**config.mk**
```make
export PLATFORM = sky130hd
export DESIGN_NAME = numbered_notation_to_midi_parser
export DESIGN_NICKNAME = d
export VERILOG_FILES = /design/src/hdl/nnmp_pkg.sv /design/src/hdl/nnmp_div.sv /design/src/hdl/numbered_notation_to_midi_parser.sv
export SDC_FILE = /design/constraint.sdc
export NUM_CORES = 2
export LEC_CHECK = 0
export BUFFER_PORTS_ARGS = -buffer_cell sky130_fd_sc_hd__buf_4
export CAP_MARGIN = 25
export CORE_ASPECT_RATIO = 0.75
export CORE_MARGIN = 10
export CORE_UTILIZATION = 55
export CTS_CLUSTER_DIAMETER = 80
export CTS_CLUSTER_SIZE = 30
export DETAILED_ROUTE_END_ITERATION = 12
export HOLD_SLACK_MARGIN = 0.12
export PLACE_DENSITY = 0.8
export SLEW_MARGIN = 20
export SYNTH_ARGS = -nofsm -noshare
export SYNTH_HDL_FRONTEND = slang
export SYNTH_SLANG_ARGS = --single-unit
```
**constraint.sdc**
```tcl
create_clock -name i_clk -period 10.2 [get_ports i_clk]
set_input_delay 0.51 -clock i_clk [delete_from_list [all_inputs] [get_ports i_clk]]
set_output_delay 0.51 -clock i_clk [all_outputs]
set_load 0.05 [all_outputs]
```
**src/hdl/nnmp_pkg.sv**
```systemverilog
`default_nettype none
package nnmp_pkg;

    // parse modes
    typedef logic [3:0] t_mode;
    localparam t_mode MODE_IDLE    = 4'd0;
    localparam t_mode MODE_PLUS    = 4'd1;
    localparam t_mode MODE_MINUS   = 4'd2;
    localparam t_mode MODE_MOD     = 4'd3;
    localparam t_mode MODE_SHARPED = 4'd4;
    localparam t_mode MODE_DOTTED  = 4'd5;
    localparam t_mode MODE_SLASH   = 4'd6;
    localparam t_mode MODE_DASH    = 4'd7;
    localparam t_mode MODE_SKIP    = 4'd8;

    typedef logic [1:0] t_cmd;
    localparam t_cmd CMD_NONE = 2'd0;
    localparam t_cmd CMD_S    = 2'd1;
    localparam t_cmd CMD_V    = 2'd2;
    localparam t_cmd CMD_T    = 2'd3;

    localparam logic [1:0] KIND_NOTE = 2'd0;
    localparam logic [1:0] KIND_PROG = 2'd1;
    localparam logic [1:0] KIND_END  = 2'd2;
    localparam logic [1:0] KIND_ERR  = 2'd3;

    localparam logic [1:0] ERR_NONE  = 2'd0;
    localparam logic [1:0] ERR_NOTE  = 2'd1;
    localparam logic [1:0] ERR_SHARP = 2'd2;
    localparam logic [1:0] ERR_VALUE = 2'd3;

    localparam logic [1:0] REG_VOLUME = 2'd0;
    localparam logic [1:0] REG_CHAN   = 2'd1;
    localparam logic [1:0] REG_BEAT   = 2'd2;

    localparam logic [7:0] CH_NUL   = 8'h00;
    localparam logic [7:0] CH_TAB   = 8'h09;
    localparam logic [7:0] CH_NL    = 8'h0A;
    localparam logic [7:0] CH_SPACE = 8'h20;
    localparam logic [7:0] CH_HASH  = 8'h23;
    localparam logic [7:0] CH_DOLLAR = 8'h24;
    localparam logic [7:0] CH_PLUS  = 8'h2B;
    localparam logic [7:0] CH_COMMA = 8'h2C;
    localparam logic [7:0] CH_MINUS = 8'h2D;
    localparam logic [7:0] CH_DOT   = 8'h2E;
    localparam logic [7:0] CH_SLASH = 8'h2F;
    localparam logic [7:0] CH_ZERO  = 8'h30;
    localparam logic [7:0] CH_ONE   = 8'h31;
    localparam logic [7:0] CH_SEVEN = 8'h37;
    localparam logic [7:0] CH_NINE  = 8'h39;
    localparam logic [7:0] CH_AT    = 8'h40;
    localparam logic [7:0] CH_S     = 8'h53;
    localparam logic [7:0] CH_T     = 8'h54;
    localparam logic [7:0] CH_V     = 8'h56;

    localparam logic [24:0] ACC_MAX = 25'h1FF_FFFF;
    localparam logic [16:0] NUM_MAX = 17'h1_FFFF;
    localparam logic [19:0] DUR_MAX = 20'hF_FFFF;
    localparam logic [7:0]  NOTE_REST = 8'd128;
    localparam logic [7:0]  NOTE_TOP  = 8'd127;
    localparam logic [6:0]  VAL7_MAX  = 7'd127;
    localparam logic [3:0]  OCT_START = 4'd4;
    localparam logic [3:0]  OCT_TOP   = 4'd15;
    localparam logic [3:0]  OFF_E     = 4'd4;
    localparam logic [3:0]  OFF_B     = 4'd11;

    function automatic logic [3:0] scale_off(input logic [2:0] idx);
        logic [3:0] r;
        unique case (idx)
            3'd0:    r = 4'd0;
            3'd1:    r = 4'd2;
            3'd2:    r = 4'd4;
            3'd3:    r = 4'd5;
            3'd4:    r = 4'd7;
            3'd5:    r = 4'd9;
            3'd6:    r = 4'd11;
            default: r = 4'd0;
        endcase
        return r;
    endfunction

endpackage
`default_nettype wire

```
**src/hdl/nnmp_div.sv**
```systemverilog
`default_nettype none
module nnmp_div #(
    parameter int NUM_W = 20,
    parameter int DEN_W = 17
) (
    input  wire logic             i_clk,
    input  wire logic             i_rst_n,
    input  wire logic             i_start,
    input  wire logic [NUM_W-1:0] i_num,
    input  wire logic [DEN_W-1:0] i_den,
    output logic                  o_done,
    output logic [NUM_W-1:0]      o_quo
);
    localparam int CNT_W = $clog2(NUM_W + 1);

    logic [CNT_W-1:0] r_cnt, n_cnt;
    logic             r_busy, n_busy;
    logic             r_done, n_done;
    logic [DEN_W-1:0] r_den, n_den;
    logic [DEN_W-1:0] r_rem, n_rem;
    logic [NUM_W-1:0] r_quo, n_quo;
    logic [DEN_W:0]   trial;

    // restoring division, one quotient bit a cycle
    always_comb begin
        n_cnt  = r_cnt;
        n_busy = r_busy;
        n_done = 1'b0;
        n_den  = r_den;
        n_rem  = r_rem;
        n_quo  = r_quo;
        trial  = {r_rem, r_quo[NUM_W-1]};
        if (i_start) begin
            n_busy = 1'b1;
            n_cnt  = CNT_W'(NUM_W);
            n_den  = i_den;
            n_rem  = '0;
            n_quo  = i_num;
        end else if (r_busy) begin
            if (trial >= {1'b0, r_den}) begin
                n_rem = DEN_W'(trial - {1'b0, r_den});
                n_quo = {r_quo[NUM_W-2:0], 1'b1};
            end else begin
                n_rem = trial[DEN_W-1:0];
                n_quo = {r_quo[NUM_W-2:0], 1'b0};
            end
            n_cnt = r_cnt - 1'b1;
            if (r_cnt == CNT_W'(1)) begin
                n_busy = 1'b0;
                n_done = 1'b1;
            end
        end
    end

    always_ff @(posedge i_clk) begin
        if (!i_rst_n) begin
            r_busy <= 1'b0;
            r_done <= 1'b0;
            r_cnt  <= '0;
        end else begin
            r_busy <= n_busy;
            r_done <= n_done;
            r_cnt  <= n_cnt;
        end
        r_den <= n_den;
        r_rem <= n_rem;
        r_quo <= n_quo;
    end

    assign o_done = r_done;
    assign o_quo  = r_quo;

    a_no_restart: assert property (@(posedge i_clk) disable iff (!i_rst_n)
        r_busy |-> !i_start) else $error("divider restarted while busy");
    a_done_after_busy: assert property (@(posedge i_clk) disable iff (!i_rst_n)
        r_done |-> $past(r_busy)) else $error("done without a run");
    a_done_ends: assert property (@(posedge i_clk) disable iff (!i_rst_n)
        r_done |-> !r_busy) else $error("busy after done");

endmodule
`default_nettype wire

```
**src/hdl/numbered_notation_to_midi_parser.sv**
```systemverilog
`default_nettype none
// numbered-notation score parser, MIDI events out
// input channel: one score character per word on i_ch, i_valid / o_stall.
// output channel: one event per word (note, program change, end, error),
//   o_valid / i_stall, held in an output register until taken.
// most characters are taken without a stall; a word, if any, is on the output the next cycle.
// a comma that ends a note stalls the input while the dash count times the beat
//   goes through one multiplier and is registered before the final add.
// a comma that runs an S command starts the restoring divider; o_stall stays
//   high until its quotient is loaded as the new beat.
// o_stall is also high while a word waits in the output register and the
//   receiver stalls, since the next character may need that register.
// config writes (index 0 volume, 1 channel, 2 beat) load at once; the user must
//   make them only while the block is idle, the block itself does not enforce it.
// synchronous reset: octave 4, volume 100, beat 8000, channel 0, no word out.
// after an error or an end-of-score word every character is dropped until
//   reset.
module numbered_notation_to_midi_parser #(
    parameter int FRAC_BITS = 4
) (
    input  wire logic        i_clk,
    input  wire logic        i_rst_n,
    input  wire logic        i_valid,
    output logic             o_stall,
    input  wire logic [7:0]  i_ch,
    output logic             o_valid,
    input  wire logic        i_stall,
    output logic [1:0]       o_kind,
    output logic [7:0]       o_status_byte,
    output logic [7:0]       o_data_one,
    output logic [6:0]       o_data_two,
    output logic [19:0]      o_duration_ms,
    output logic [1:0]       o_error_code,
    input  wire logic        i_cfg_we,
    input  wire logic [1:0]  i_cfg_idx,
    input  wire logic [19:0] i_cfg_data
);
    import nnmp_pkg::*;

    localparam int NUM_W = 16 + FRAC_BITS;
    localparam logic [NUM_W-1:0] DIVIDEND = NUM_W'(60000) << FRAC_BITS;

    localparam logic [1:0] SEQ_IDLE = 2'd0;
    localparam logic [1:0] SEQ_MUL  = 2'd1;
    localparam logic [1:0] SEQ_DIV  = 2'd2;

    logic [1:0]  r_seq, n_seq;
    t_mode       r_mode, n_mode;
    logic [3:0]  r_oct, n_oct;
    logic [7:0]  r_note, n_note;
    logic [23:0] r_beat, n_beat;
    logic [24:0] r_acc, n_acc;
    logic [6:0]  r_vol, n_vol;
    logic [16:0] r_num, n_num;
    t_cmd        r_cmd, n_cmd;
    logic        r_halt, n_halt;
    logic [6:0]  r_vel, n_vel;
    logic [16:0] r_dash, n_dash;
    logic [3:0]  r_soff, n_soff;
    logic        r_cmt, n_cmt;
    logic        r_cdig, n_cdig;
    logic [3:0]  r_chan, n_chan;
    logic [40:0] r_prod, n_prod;

    logic        r_o_valid, n_o_valid;
    logic [1:0]  r_kind, n_kind;
    logic [7:0]  r_st, n_st;
    logic [7:0]  r_d1, n_d1;
    logic [6:0]  r_d2, n_d2;
    logic [19:0] r_dur, n_dur;
    logic [1:0]  r_err, n_err;

    logic        accept;
    logic        div_start, div_done;
    logic [NUM_W-1:0] div_quo;
    logic        is_digit, is_note;
    logic [20:0] num_next;
    logic [8:0]  pitch;
    logic [25:0] dot_sum;
    logic [41:0] dur_sum;
    logic [24:0] dur_sat;
    logic [24:0] dur_ms;

    assign accept   = i_valid && !o_stall;
    assign is_digit = i_ch >= CH_ZERO && i_ch <= CH_NINE;
    assign is_note  = i_ch >= CH_ZERO && i_ch <= CH_SEVEN;
    assign num_next = 21'(r_num) * 21'd10 + 21'(i_ch - CH_ZERO);
    assign dot_sum  = {1'b0, r_acc} + {2'b0, r_acc[24:1]};
    assign dur_sum  = {17'b0, r_acc} + {1'b0, r_prod};
    assign dur_sat  = (dur_sum > {17'b0, ACC_MAX}) ? ACC_MAX : dur_sum[24:0];
    assign dur_ms   = dur_sat >> FRAC_BITS;

    always_comb begin
        n_seq = r_seq; n_mode = r_mode; n_oct = r_oct; n_note = r_note;
        n_beat = r_beat; n_acc = r_acc; n_vol = r_vol; n_num = r_num;
        n_cmd = r_cmd; n_halt = r_halt; n_vel = r_vel; n_dash = r_dash;
        n_soff = r_soff; n_cmt = r_cmt; n_cdig = r_cdig; n_chan = r_chan;
        n_prod = r_prod;
        n_o_valid = r_o_valid && i_stall;
        n_kind = r_kind; n_st = r_st; n_d1 = r_d1; n_d2 = r_d2;
        n_dur = r_dur; n_err = r_err;
        div_start = 1'b0;
        pitch = '0;

        priority if (r_seq == SEQ_MUL) begin
            n_seq = SEQ_IDLE;
            n_o_valid = 1'b1;
            n_kind = KIND_NOTE; n_st = {4'h9, r_chan}; n_d1 = r_note; n_d2 = r_vel;
            n_dur = (dur_ms > {5'b0, DUR_MAX}) ? DUR_MAX : dur_ms[19:0];
            n_err = ERR_NONE;
        end else if (r_seq == SEQ_DIV) begin
            if (div_done) begin
                n_beat = 24'(div_quo);
                n_seq = SEQ_IDLE;
            end
        end else if (accept && !r_halt) begin
            // end, error and program-change words made here go straight to the output register
            n_st = '0; n_d1 = '0; n_d2 = '0; n_dur = '0; n_err = ERR_NONE;
            n_kind = KIND_END;
            if (r_cmt) begin
                if (i_ch == CH_NL) n_cmt = 1'b0;
            end else if (r_cmd != CMD_NONE) begin
                if (i_ch == CH_DOLLAR) begin
                    n_halt = 1'b1; n_o_valid = 1'b1;
                end else if (r_cdig && is_digit) begin
                    n_num = (num_next > 21'(NUM_MAX)) ? NUM_MAX : num_next[16:0];
                end else begin
                    n_cdig = 1'b0;
                    if (i_ch == CH_COMMA) begin
                        n_cmd = CMD_NONE;
                        if (r_num == '0) begin
                            n_halt = 1'b1; n_o_valid = 1'b1;
                            n_kind = KIND_ERR; n_err = ERR_VALUE;
                        end else begin
                            unique case (r_cmd)
                                CMD_S: begin
                                    div_start = 1'b1;
                                    n_seq = SEQ_DIV;
                                end
                                CMD_V: n_vol = (r_num > 17'(VAL7_MAX)) ? VAL7_MAX
                                                                      : r_num[6:0];
                                default: begin
                                    n_o_valid = 1'b1; n_kind = KIND_PROG;
                                    n_st = {4'hC, r_chan};
                                    n_d1 = (r_num > 17'(VAL7_MAX)) ? {1'b0, VAL7_MAX}
                                                                   : {1'b0, r_num[6:0]};
                                end
                            endcase
                        end
                    end
                end
            end else if (r_mode == MODE_SKIP) begin
                if (i_ch == CH_COMMA) begin
                    n_prod = 41'(r_dash) * 41'(r_beat); n_seq = SEQ_MUL;
                    n_mode = MODE_IDLE;
                end else if (i_ch == CH_DOLLAR) begin
                    n_halt = 1'b1; n_o_valid = 1'b1;
                end
            end else if (i_ch == CH_DOLLAR || i_ch == CH_NUL) begin
                n_halt = 1'b1; n_o_valid = 1'b1;
            end else if (i_ch == CH_SPACE || i_ch == CH_TAB || i_ch == CH_NL) begin
                n_cmt = r_cmt;
            end else if (i_ch == CH_AT) begin
                n_cmt = 1'b1;
            end else if (i_ch == CH_S || i_ch == CH_V || i_ch == CH_T) begin
                n_cmd = (i_ch == CH_S) ? CMD_S : ((i_ch == CH_V) ? CMD_V : CMD_T);
                n_num = '0;
                n_cdig = 1'b1;
            end else if (r_mode == MODE_IDLE || r_mode == MODE_PLUS
                         || r_mode == MODE_MINUS) begin
                if (r_mode == MODE_IDLE) begin
                    n_oct = OCT_START; n_acc = {1'b0, r_beat}; n_vel = r_vol;
                    n_dash = '0;
                end
                if (i_ch == CH_PLUS && r_mode != MODE_MINUS) begin
                    if (n_oct < OCT_TOP) n_oct = n_oct + 1'b1;
                    n_mode = MODE_PLUS;
                end else if (i_ch == CH_MINUS) begin
                    if (n_oct != '0) n_oct = n_oct - 1'b1;
                    n_mode = MODE_MINUS;
                end else if (is_note) begin
                    if (i_ch == CH_ZERO) begin
                        n_note = NOTE_REST; n_mode = MODE_SKIP;
                    end else begin
                        n_soff = scale_off(3'(i_ch - CH_ONE));
                        pitch = 9'(n_oct) * 9'd12 + 9'(n_soff);
                        n_note = (pitch > 9'(NOTE_TOP)) ? NOTE_TOP : pitch[7:0];
                        n_mode = MODE_MOD;
                    end
                end else begin
                    n_halt = 1'b1; n_o_valid = 1'b1;
                    n_kind = KIND_ERR; n_err = ERR_NOTE;
                end
            end else if (i_ch == CH_COMMA) begin
                n_prod = 41'(r_dash) * 41'(r_beat); n_seq = SEQ_MUL; n_mode = MODE_IDLE;
            end else if (i_ch == CH_HASH && r_mode == MODE_MOD) begin
                if (r_soff == OFF_E || r_soff == OFF_B) begin
                    n_halt = 1'b1; n_o_valid = 1'b1;
                    n_kind = KIND_ERR; n_err = ERR_SHARP;
                end else begin
                    if (r_note < NOTE_TOP) n_note = r_note + 1'b1;
                    n_mode = MODE_SHARPED;
                end
            end else if (i_ch == CH_DOT
                         && (r_mode == MODE_MOD || r_mode == MODE_SHARPED)) begin
                n_acc = (dot_sum > {1'b0, ACC_MAX}) ? ACC_MAX : dot_sum[24:0];
                n_mode = MODE_DOTTED;
            end else if (i_ch == CH_SLASH && (r_mode == MODE_MOD
                         || r_mode == MODE_SHARPED || r_mode == MODE_SLASH)) begin
                n_acc = r_acc >> 1;
                n_mode = MODE_SLASH;
            end else if (i_ch == CH_MINUS) begin
                if (r_dash < NUM_MAX) n_dash = r_dash + 1'b1;
                n_mode = MODE_DASH;
            end else begin
                n_mode = MODE_SKIP;
            end
        end

        if (i_cfg_we) begin
            unique case (i_cfg_idx)
                REG_VOLUME: n_vol = i_cfg_data[6:0];
                REG_CHAN:   n_chan = i_cfg_data[3:0];
                REG_BEAT:   n_beat = {4'b0, i_cfg_data};
                default:    n_chan = n_chan;
            endcase
        end
    end

    nnmp_div #(
        .NUM_W(NUM_W),
        .DEN_W(17)
    ) u_div (
        .i_clk  (i_clk),
        .i_rst_n(i_rst_n),
        .i_start(div_start),
        .i_num  (DIVIDEND),
        .i_den  (r_num),
        .o_done (div_done),
        .o_quo  (div_quo)
    );

    always_ff @(posedge i_clk) begin
        if (!i_rst_n) begin
            r_seq <= SEQ_IDLE; r_mode <= MODE_IDLE; r_oct <= OCT_START;
            r_note <= '0; r_beat <= 24'd8000; r_acc <= '0; r_vol <= 7'd100;
            r_num <= '0; r_cmd <= CMD_NONE; r_halt <= 1'b0; r_vel <= '0;
            r_dash <= '0; r_soff <= '0; r_cmt <= 1'b0; r_cdig <= 1'b0;
            r_chan <= '0; r_o_valid <= 1'b0;
        end else begin
            r_seq <= n_seq; r_mode <= n_mode; r_oct <= n_oct; r_note <= n_note;
            r_beat <= n_beat; r_acc <= n_acc; r_vol <= n_vol; r_num <= n_num;
            r_cmd <= n_cmd; r_halt <= n_halt; r_vel <= n_vel; r_dash <= n_dash;
            r_soff <= n_soff; r_cmt <= n_cmt; r_cdig <= n_cdig; r_chan <= n_chan;
            r_o_valid <= n_o_valid;
        end
        r_prod <= n_prod;
        r_kind <= n_kind; r_st <= n_st; r_d1 <= n_d1; r_d2 <= n_d2;
        r_dur <= n_dur; r_err <= n_err;
    end

    assign o_stall       = (r_seq != SEQ_IDLE) || (r_o_valid && i_stall);
    assign o_valid       = r_o_valid;
    assign o_kind        = r_kind;
    assign o_status_byte = r_st;
    assign o_data_one    = r_d1;
    assign o_data_two    = r_d2;
    assign o_duration_ms = r_dur;
    assign o_error_code  = r_err;

    a_busy_stalls: assert property (@(posedge i_clk) disable iff (!i_rst_n)
        r_seq != SEQ_IDLE |-> o_stall) else $error("input taken while busy");
    a_div_owner: assert property (@(posedge i_clk) disable iff (!i_rst_n)
        div_done |-> r_seq == SEQ_DIV) else $error("divider result unclaimed");
    a_note_status: assert property (@(posedge i_clk) disable iff (!i_rst_n)
        o_valid && o_kind == KIND_NOTE |-> o_status_byte[7:4] == 4'h9)
        else $error("note word with bad status");

endmodule
`default_nettype wire

```
Yosys cells after proc, flatten, opt, wreduce, memory -nomap -nowiden
Index checks and enable logic that the tools add are counted.

storage, ports and cells
  register bits after elaboration = 278
  word-level logic and storage cells = 501

cells by class
  add/subtract/negate cells = 12
  $mul = 3
  magnitude comparators = 13
  eq/ne operators = 87
  mux-type cells = 278
  bitwise operators = 14
  reduce and logical (&&, ||, !) cells = 62

operators with widths
  cell                                                  number
  two-way mux 17 bit                                    18
  two-way mux 41 bit                                    7
  two-way mux 4 bit                                     51
  two-way mux 25 bit                                    8
  two-way mux 7 bit                                     24
  two-way mux 8 bit                                     20
  two-way mux 24 bit                                    5
  two-way mux 2 bit                                     55
  two-way mux 1 bit                                     83
  two-way mux 20 bit                                    4
  equality test 8 x 6 -> 1 bit, second input constant   9
  adder 25 x 41 -> 42 bit                               1
  > comparator 42 x 25 -> 1 bit, second input constant  1
  inequality test 2 bit, second input constant          21
  multiplier 17 x 24 -> 41 bit                          1
  inequality test 4 bit, second input constant          10
  AND reduction 12 bit                                  3
  AND reduction 17 bit                                  2
  AND reduction 11 bit                                  3
  equality test 8 x 7 -> 1 bit, second input constant   4
  adder 25 x 24 -> 26 bit                               1
  > comparator 26 x 25 -> 1 bit, second input constant  1
  one-hot mux 4 bit (6 select lines)                    1
  adder 21 bit                                          1
  other kinds (61)                                      135

Logic depth before layout (Yosys ltp)
  depth in word-level cells = 26
  gate-level depth with buffers = 24
  mapped depth without buffers = 23

Hierarchy
A second synthesis with hierarchy kept.

unflattened totals
  cell total of the unflattened synthesis = 3655
  area, all modules = 31491.5 um^2

by module, submodules not included
  module                            times used  cells an instance  area each (um^2)  sequential area each (um^2)
  numbered_notation_to_midi_parser  1           3318               27926.8           5124.9
  nnmp_div                          1           337                3564.7            1591.5

Least setup slack after synthesis
Ideal clock, no wire load.

  path kind = register -> register
  start = reg r_beat[9]
  end = reg r_prod[39] (data pin)
  setup time = 135 ps
  data arrival time = 6262 ps
  setup slack = 3803 ps
  stages on the path, launching flop included = 25
  path buffers = 2
  period minus slack after synthesis = 6397 ps
  cell sequence = dfxtp_1 -> clkbuf_1 -> clkbuf_1 -> nand2_1 -> fa_1 -> inv_1 -> fa_1 -> inv_1 -> fa_1 -> inv_1 -> fa_1 -> fa_1 -> inv_1 -> fa_1 -> inv_1 -> ha_1 -> a21o_1 -> a21oi_1 -> nor2b_1 -> a2111o_1 -> nor4b_1 -> o2111ai_1 -> a31oi_1 -> or4_1 -> nand3_1

on the way
  longest elaborated chain between the ends = 8

RTL lines
  item                              RTL line                                                                          text
  from (decl)                       numbered_notation_to_midi_parser.sv:51                                            logic [23:0] r_beat, n_beat;
  from (signal assigned)            numbered_notation_to_midi_parser.sv:252                                           r_beat <= n_beat; r_acc <= n_acc; r_vol <= n_vol; r_num <= n_num;
  multiplier 17 x 24 -> 41 bit (*)  numbered_notation_to_midi_parser.sv:154, numbered_notation_to_midi_parser.sv:195
  two-way mux 41 bit (*)            numbered_notation_to_midi_parser.sv:153, numbered_notation_to_midi_parser.sv:194
  two-way mux 41 bit                numbered_notation_to_midi_parser.sv:169                                           end else if (r_mode == MODE_IDLE || r_mode == MODE_PLUS
  two-way mux 41 bit                numbered_notation_to_midi_parser.sv:165                                           end else if (i_ch == CH_S || i_ch == CH_V || i_ch == CH_T) begin
  two-way mux 41 bit                numbered_notation_to_midi_parser.sv:163                                           end else if (i_ch == CH_AT) begin
  two-way mux 41 bit                numbered_notation_to_midi_parser.sv:161                                           end else if (i_ch == CH_SPACE || i_ch == CH_TAB || i_ch == CH_NL) begin
  two-way mux 41 bit                numbered_notation_to_midi_parser.sv:159                                           end else if (i_ch == CH_DOLLAR || i_ch == CH_NUL) begin
  two-way mux 41 bit (*)            numbered_notation_to_midi_parser.sv:152                                           end else if (r_mode == MODE_SKIP) begin
  to (signal assigned)              numbered_notation_to_midi_parser.sv:257                                           r_prod <= n_prod;
  to (decl)                         numbered_notation_to_midi_parser.sv:63                                            logic [40:0] r_prod, n_prod;

Every way passes the cells marked *; elsewhere a longest branch is shown, timed or not. The select of a mux whose other input is x is not followed.
A chain may end at the register's enable or synchronous reset.

Final worst setup path
  start = reg r_dash[6]
  end = reg r_prod[40] (data pin)

on the way
  longest elaborated chain between the ends = 8

RTL lines
  item                              RTL line                                                                          text
  from (decl)                       numbered_notation_to_midi_parser.sv:58                                            logic [16:0] r_dash, n_dash;
  from (signal assigned)            numbered_notation_to_midi_parser.sv:253                                           r_cmd <= n_cmd; r_halt <= n_halt; r_vel <= n_vel; r_dash <= n_dash;
  multiplier 17 x 24 -> 41 bit (*)  numbered_notation_to_midi_parser.sv:154, numbered_notation_to_midi_parser.sv:195
  two-way mux 41 bit (*)            numbered_notation_to_midi_parser.sv:153, numbered_notation_to_midi_parser.sv:194
  two-way mux 41 bit                numbered_notation_to_midi_parser.sv:169
  two-way mux 41 bit                numbered_notation_to_midi_parser.sv:165
  two-way mux 41 bit                numbered_notation_to_midi_parser.sv:163
  two-way mux 41 bit                numbered_notation_to_midi_parser.sv:161
  two-way mux 41 bit                numbered_notation_to_midi_parser.sv:159
  two-way mux 41 bit (*)            numbered_notation_to_midi_parser.sv:152

Marked as above.

==> metrics.txt <==
final WL 79600 µm; Sink Count 277; Placement Setup Slack about 3000 ps; unique cell type count in the Yosys netlist 106; H-tree levels 1; reg2reg path depth 22; Crit Path Class reg2reg; EDFF count, synth just under 100; min Tclk post-route 7300 ps; DRT iter0 DRCs 2485; synthesized cell area 0.0313 mm²; largest net degree at the start of global routing 71; Highest Clock Rate 137 MHz; I/O Buffers 82; die height 226 µm; Max-Cap Viols 0; Crit. End Element flop; GRT Util Overall between 20% and 30%; synth-to-layout area growth 5.35%; worst hold slack 211 ps; Clock Path Buffers 3; RSZ-0062 raised after global routing no; cell taking the most area after synthesis fa_1; fraction of the yosys area taken by sequential cells 20.8%; vias per cell approximately 5.9; clock latency on the worst-skew pair 540 ps; WP data arrival 7630 ps; YS warnings 0; Cell Pwr Density 76.2 mW/mm²; hold depth 2; Post-synth top flop dfxtp_1; final net count 4208; dpl hpwl 61000 µm; share of flip-flops with an asynchronous set or reset 0%; area share of the largest cell type after synthesis 21.5%; number of CTS-inserted buffers 15; Hold Vio Cnt, Final 0; row count 75; DR vias 25526; Initial Util 55.7%; first-pass GRT wire length 131000 µm; hold_buf cts 0; Syn Inst Count about 3600; post-route ant nets 0; Worst-path clk slew ~120 ps; grt ovf 0; Yosys reg bits between 200 and 300; vias in the first global route 24661; worst path required time between 10000 and 15000 ps; run status finished, final reports clean; Worst Path Max Fanout 26; syn nets 4257; Die Wd 295 µm; CTS root buf clkbuf_16; TritonCTS clock tree built; # DRC 0; Slew headroom 26.7%; kind of start point of the critical path flop; clock skew between 30 and 40 ps; HP Class in2reg; P_leak about 16 nW; DR pass1 iterations 6; post-cts sizing count 0; Final Max Slew Viols 0; Final Cycle Share 71.6%; initial antenna violation count 1; Avg Inst Size Synth 8.61 µm²; synth top area cells fa_1 (22%), dfxtp_1 (12%), ha_1 (10%); Peak VDD IR between 0.08 and 0.09 mV; Ports 84; Setup WS post-layout 2900 ps; Worst Max-Slew Pin Slew 1100 ps; post-CTS setup buffers 0; # setup viols final 0; Die Area 0.0669 mm²; share of post-route cells with drive strength above 1 under 10%; drt wl/cell 18.4 µm; setup_tns 0 ps; total core area 0.0561 mm²; gp weighted congestion 0.936
-- kinds of logic (layout without fill, tap and decap cells) --
kind of cell	Yosys count	count (layout)	synth area share, %
compound gates	696	696	15.0
xor+xnor	130	130	3.64
fa+ha+maj	592	592	31.8
buf+inv	683	642	8.42
flops	277	277	20.8
mux	50	50	1.62
other cells	1	2	0.0120
simple gates	1201	1201	18.7
-- stage by stage --
stage | std cells | cell area, µm² | power [W] | utilization, %
2_1_floorplan | 3630 | 31300 | 0.00163 | -
3_3_place_gp | 4290 | 32300 | 0.00177 | 57.6
3_5_place_dp | 4290 | 32300 | 0.00178 | 57.6
4_1_cts | 4315 | 32900 | 0.00251 | 58.6
5_1_grt | 4320 | 32900 | 0.00261 | 58.7
6_report | 4321 | 32900 | 0.00251 | 58.7
-- power breakdown --
part	switching [W]	leakage (nW)	internal, W
clock	0.000411	0.260	0.000335
combinational	0.000345	13.0	0.000196
sequential	0.0000476	2.30	0.00117
total	0.000804	15.6	0.00171
-- cells in the final DEF (no fill, tap or decap), types with 97 or more instances in the layout --
cell	n
buf_4	119
and2_1	189
ha_1	256
nand2_1	486
inv_1	490
edfxtp_1	97
fa_1	336
dfxtp_1	178
a21oi_1	184
nor2_1	194
o21ai_0	152
-- cells in the mapped netlist, drive strengths merged (29+ instances only) --
cell / count
inv: 492
o21a: 29
nor2b: 31
xnor2: 88
o21ai: 159
nor3: 55
buf: 31
a21oi: 187
nand2: 486
a21o: 48
mux2i: 47
and2: 191
ha: 256
dfxtp: 180
clkbuf: 159
edfxtp: 97
nor2: 197
nand3: 78
xor2: 42
a211oi: 32
fa: 336
-- layout make-up --
class | count | area [µm²]
fillers | 4891 | 23200
multi-input cells | 2670 | 22200
inverters | 493 | 1850
clock inverters | 8 | 131
diodes | 1 | 2.50
clock buffers | 17 | 404
flip-flops and latches | 277 | 6520
repair buffers | 124 | 955
well taps | 731 | 915
-- sequential cells by signal, summed over array words and instances (netlist names), 8 cells and up --
register,cells
r_num,17
o_data_one,8
u_div.r_rem,17
r_dash,17
u_div.r_den,17
r_beat,24
o_duration_ms,20
r_note,8
r_acc,25
u_div.o_quo,20
r_prod,41
-- path summary, 6_finish.rpt --
kind / from / slack (ps) / endpoint
worst min register to register: o_status_byte[4] / 460 / o_status_byte[4]
worst min-delay path: i_cfg_data[17] / 210 / r_beat[17]
worst max register to register: r_dash[6] / 2900 / r_prod[40]
worst max-delay path: r_dash[6] / 2900 / r_prod[40]
-- per-layer routing --
| layer | GRT usage, % | vias up | part of all wire, % |
|---|---|---|---|
| met5 | 0 | - | 0 |
| met2 | 36.4 | 1133 | 42 |
| met3 | 4.74 | 96 | 11 |
| met1 | 35.1 | 12339 | 45 |
| li1 | - | 11958 | - |
| met4 | 4.76 | 0 | 1.8 |
-- worst max-delay path, cell delays in order, from the launching register on --
cell and delay (ps):
dfxtp_1 1050, nand2_1 170, fa_1 550, inv_1 50, fa_1 530, inv_1 50
fa_1 510, inv_1 60, fa_1 460, fa_1 550, inv_1 60, fa_1 530
inv_1 40, ha_1 330, o21ai_0 170, o21ai_0 250, o2111a_1 240, a31oi_1 60
o31ai_1 500, o2111a_1 340, o211ai_1 130, and3_1 160, a311oi_1 300
No activity file was read; power rests on OpenSTA's default activity.
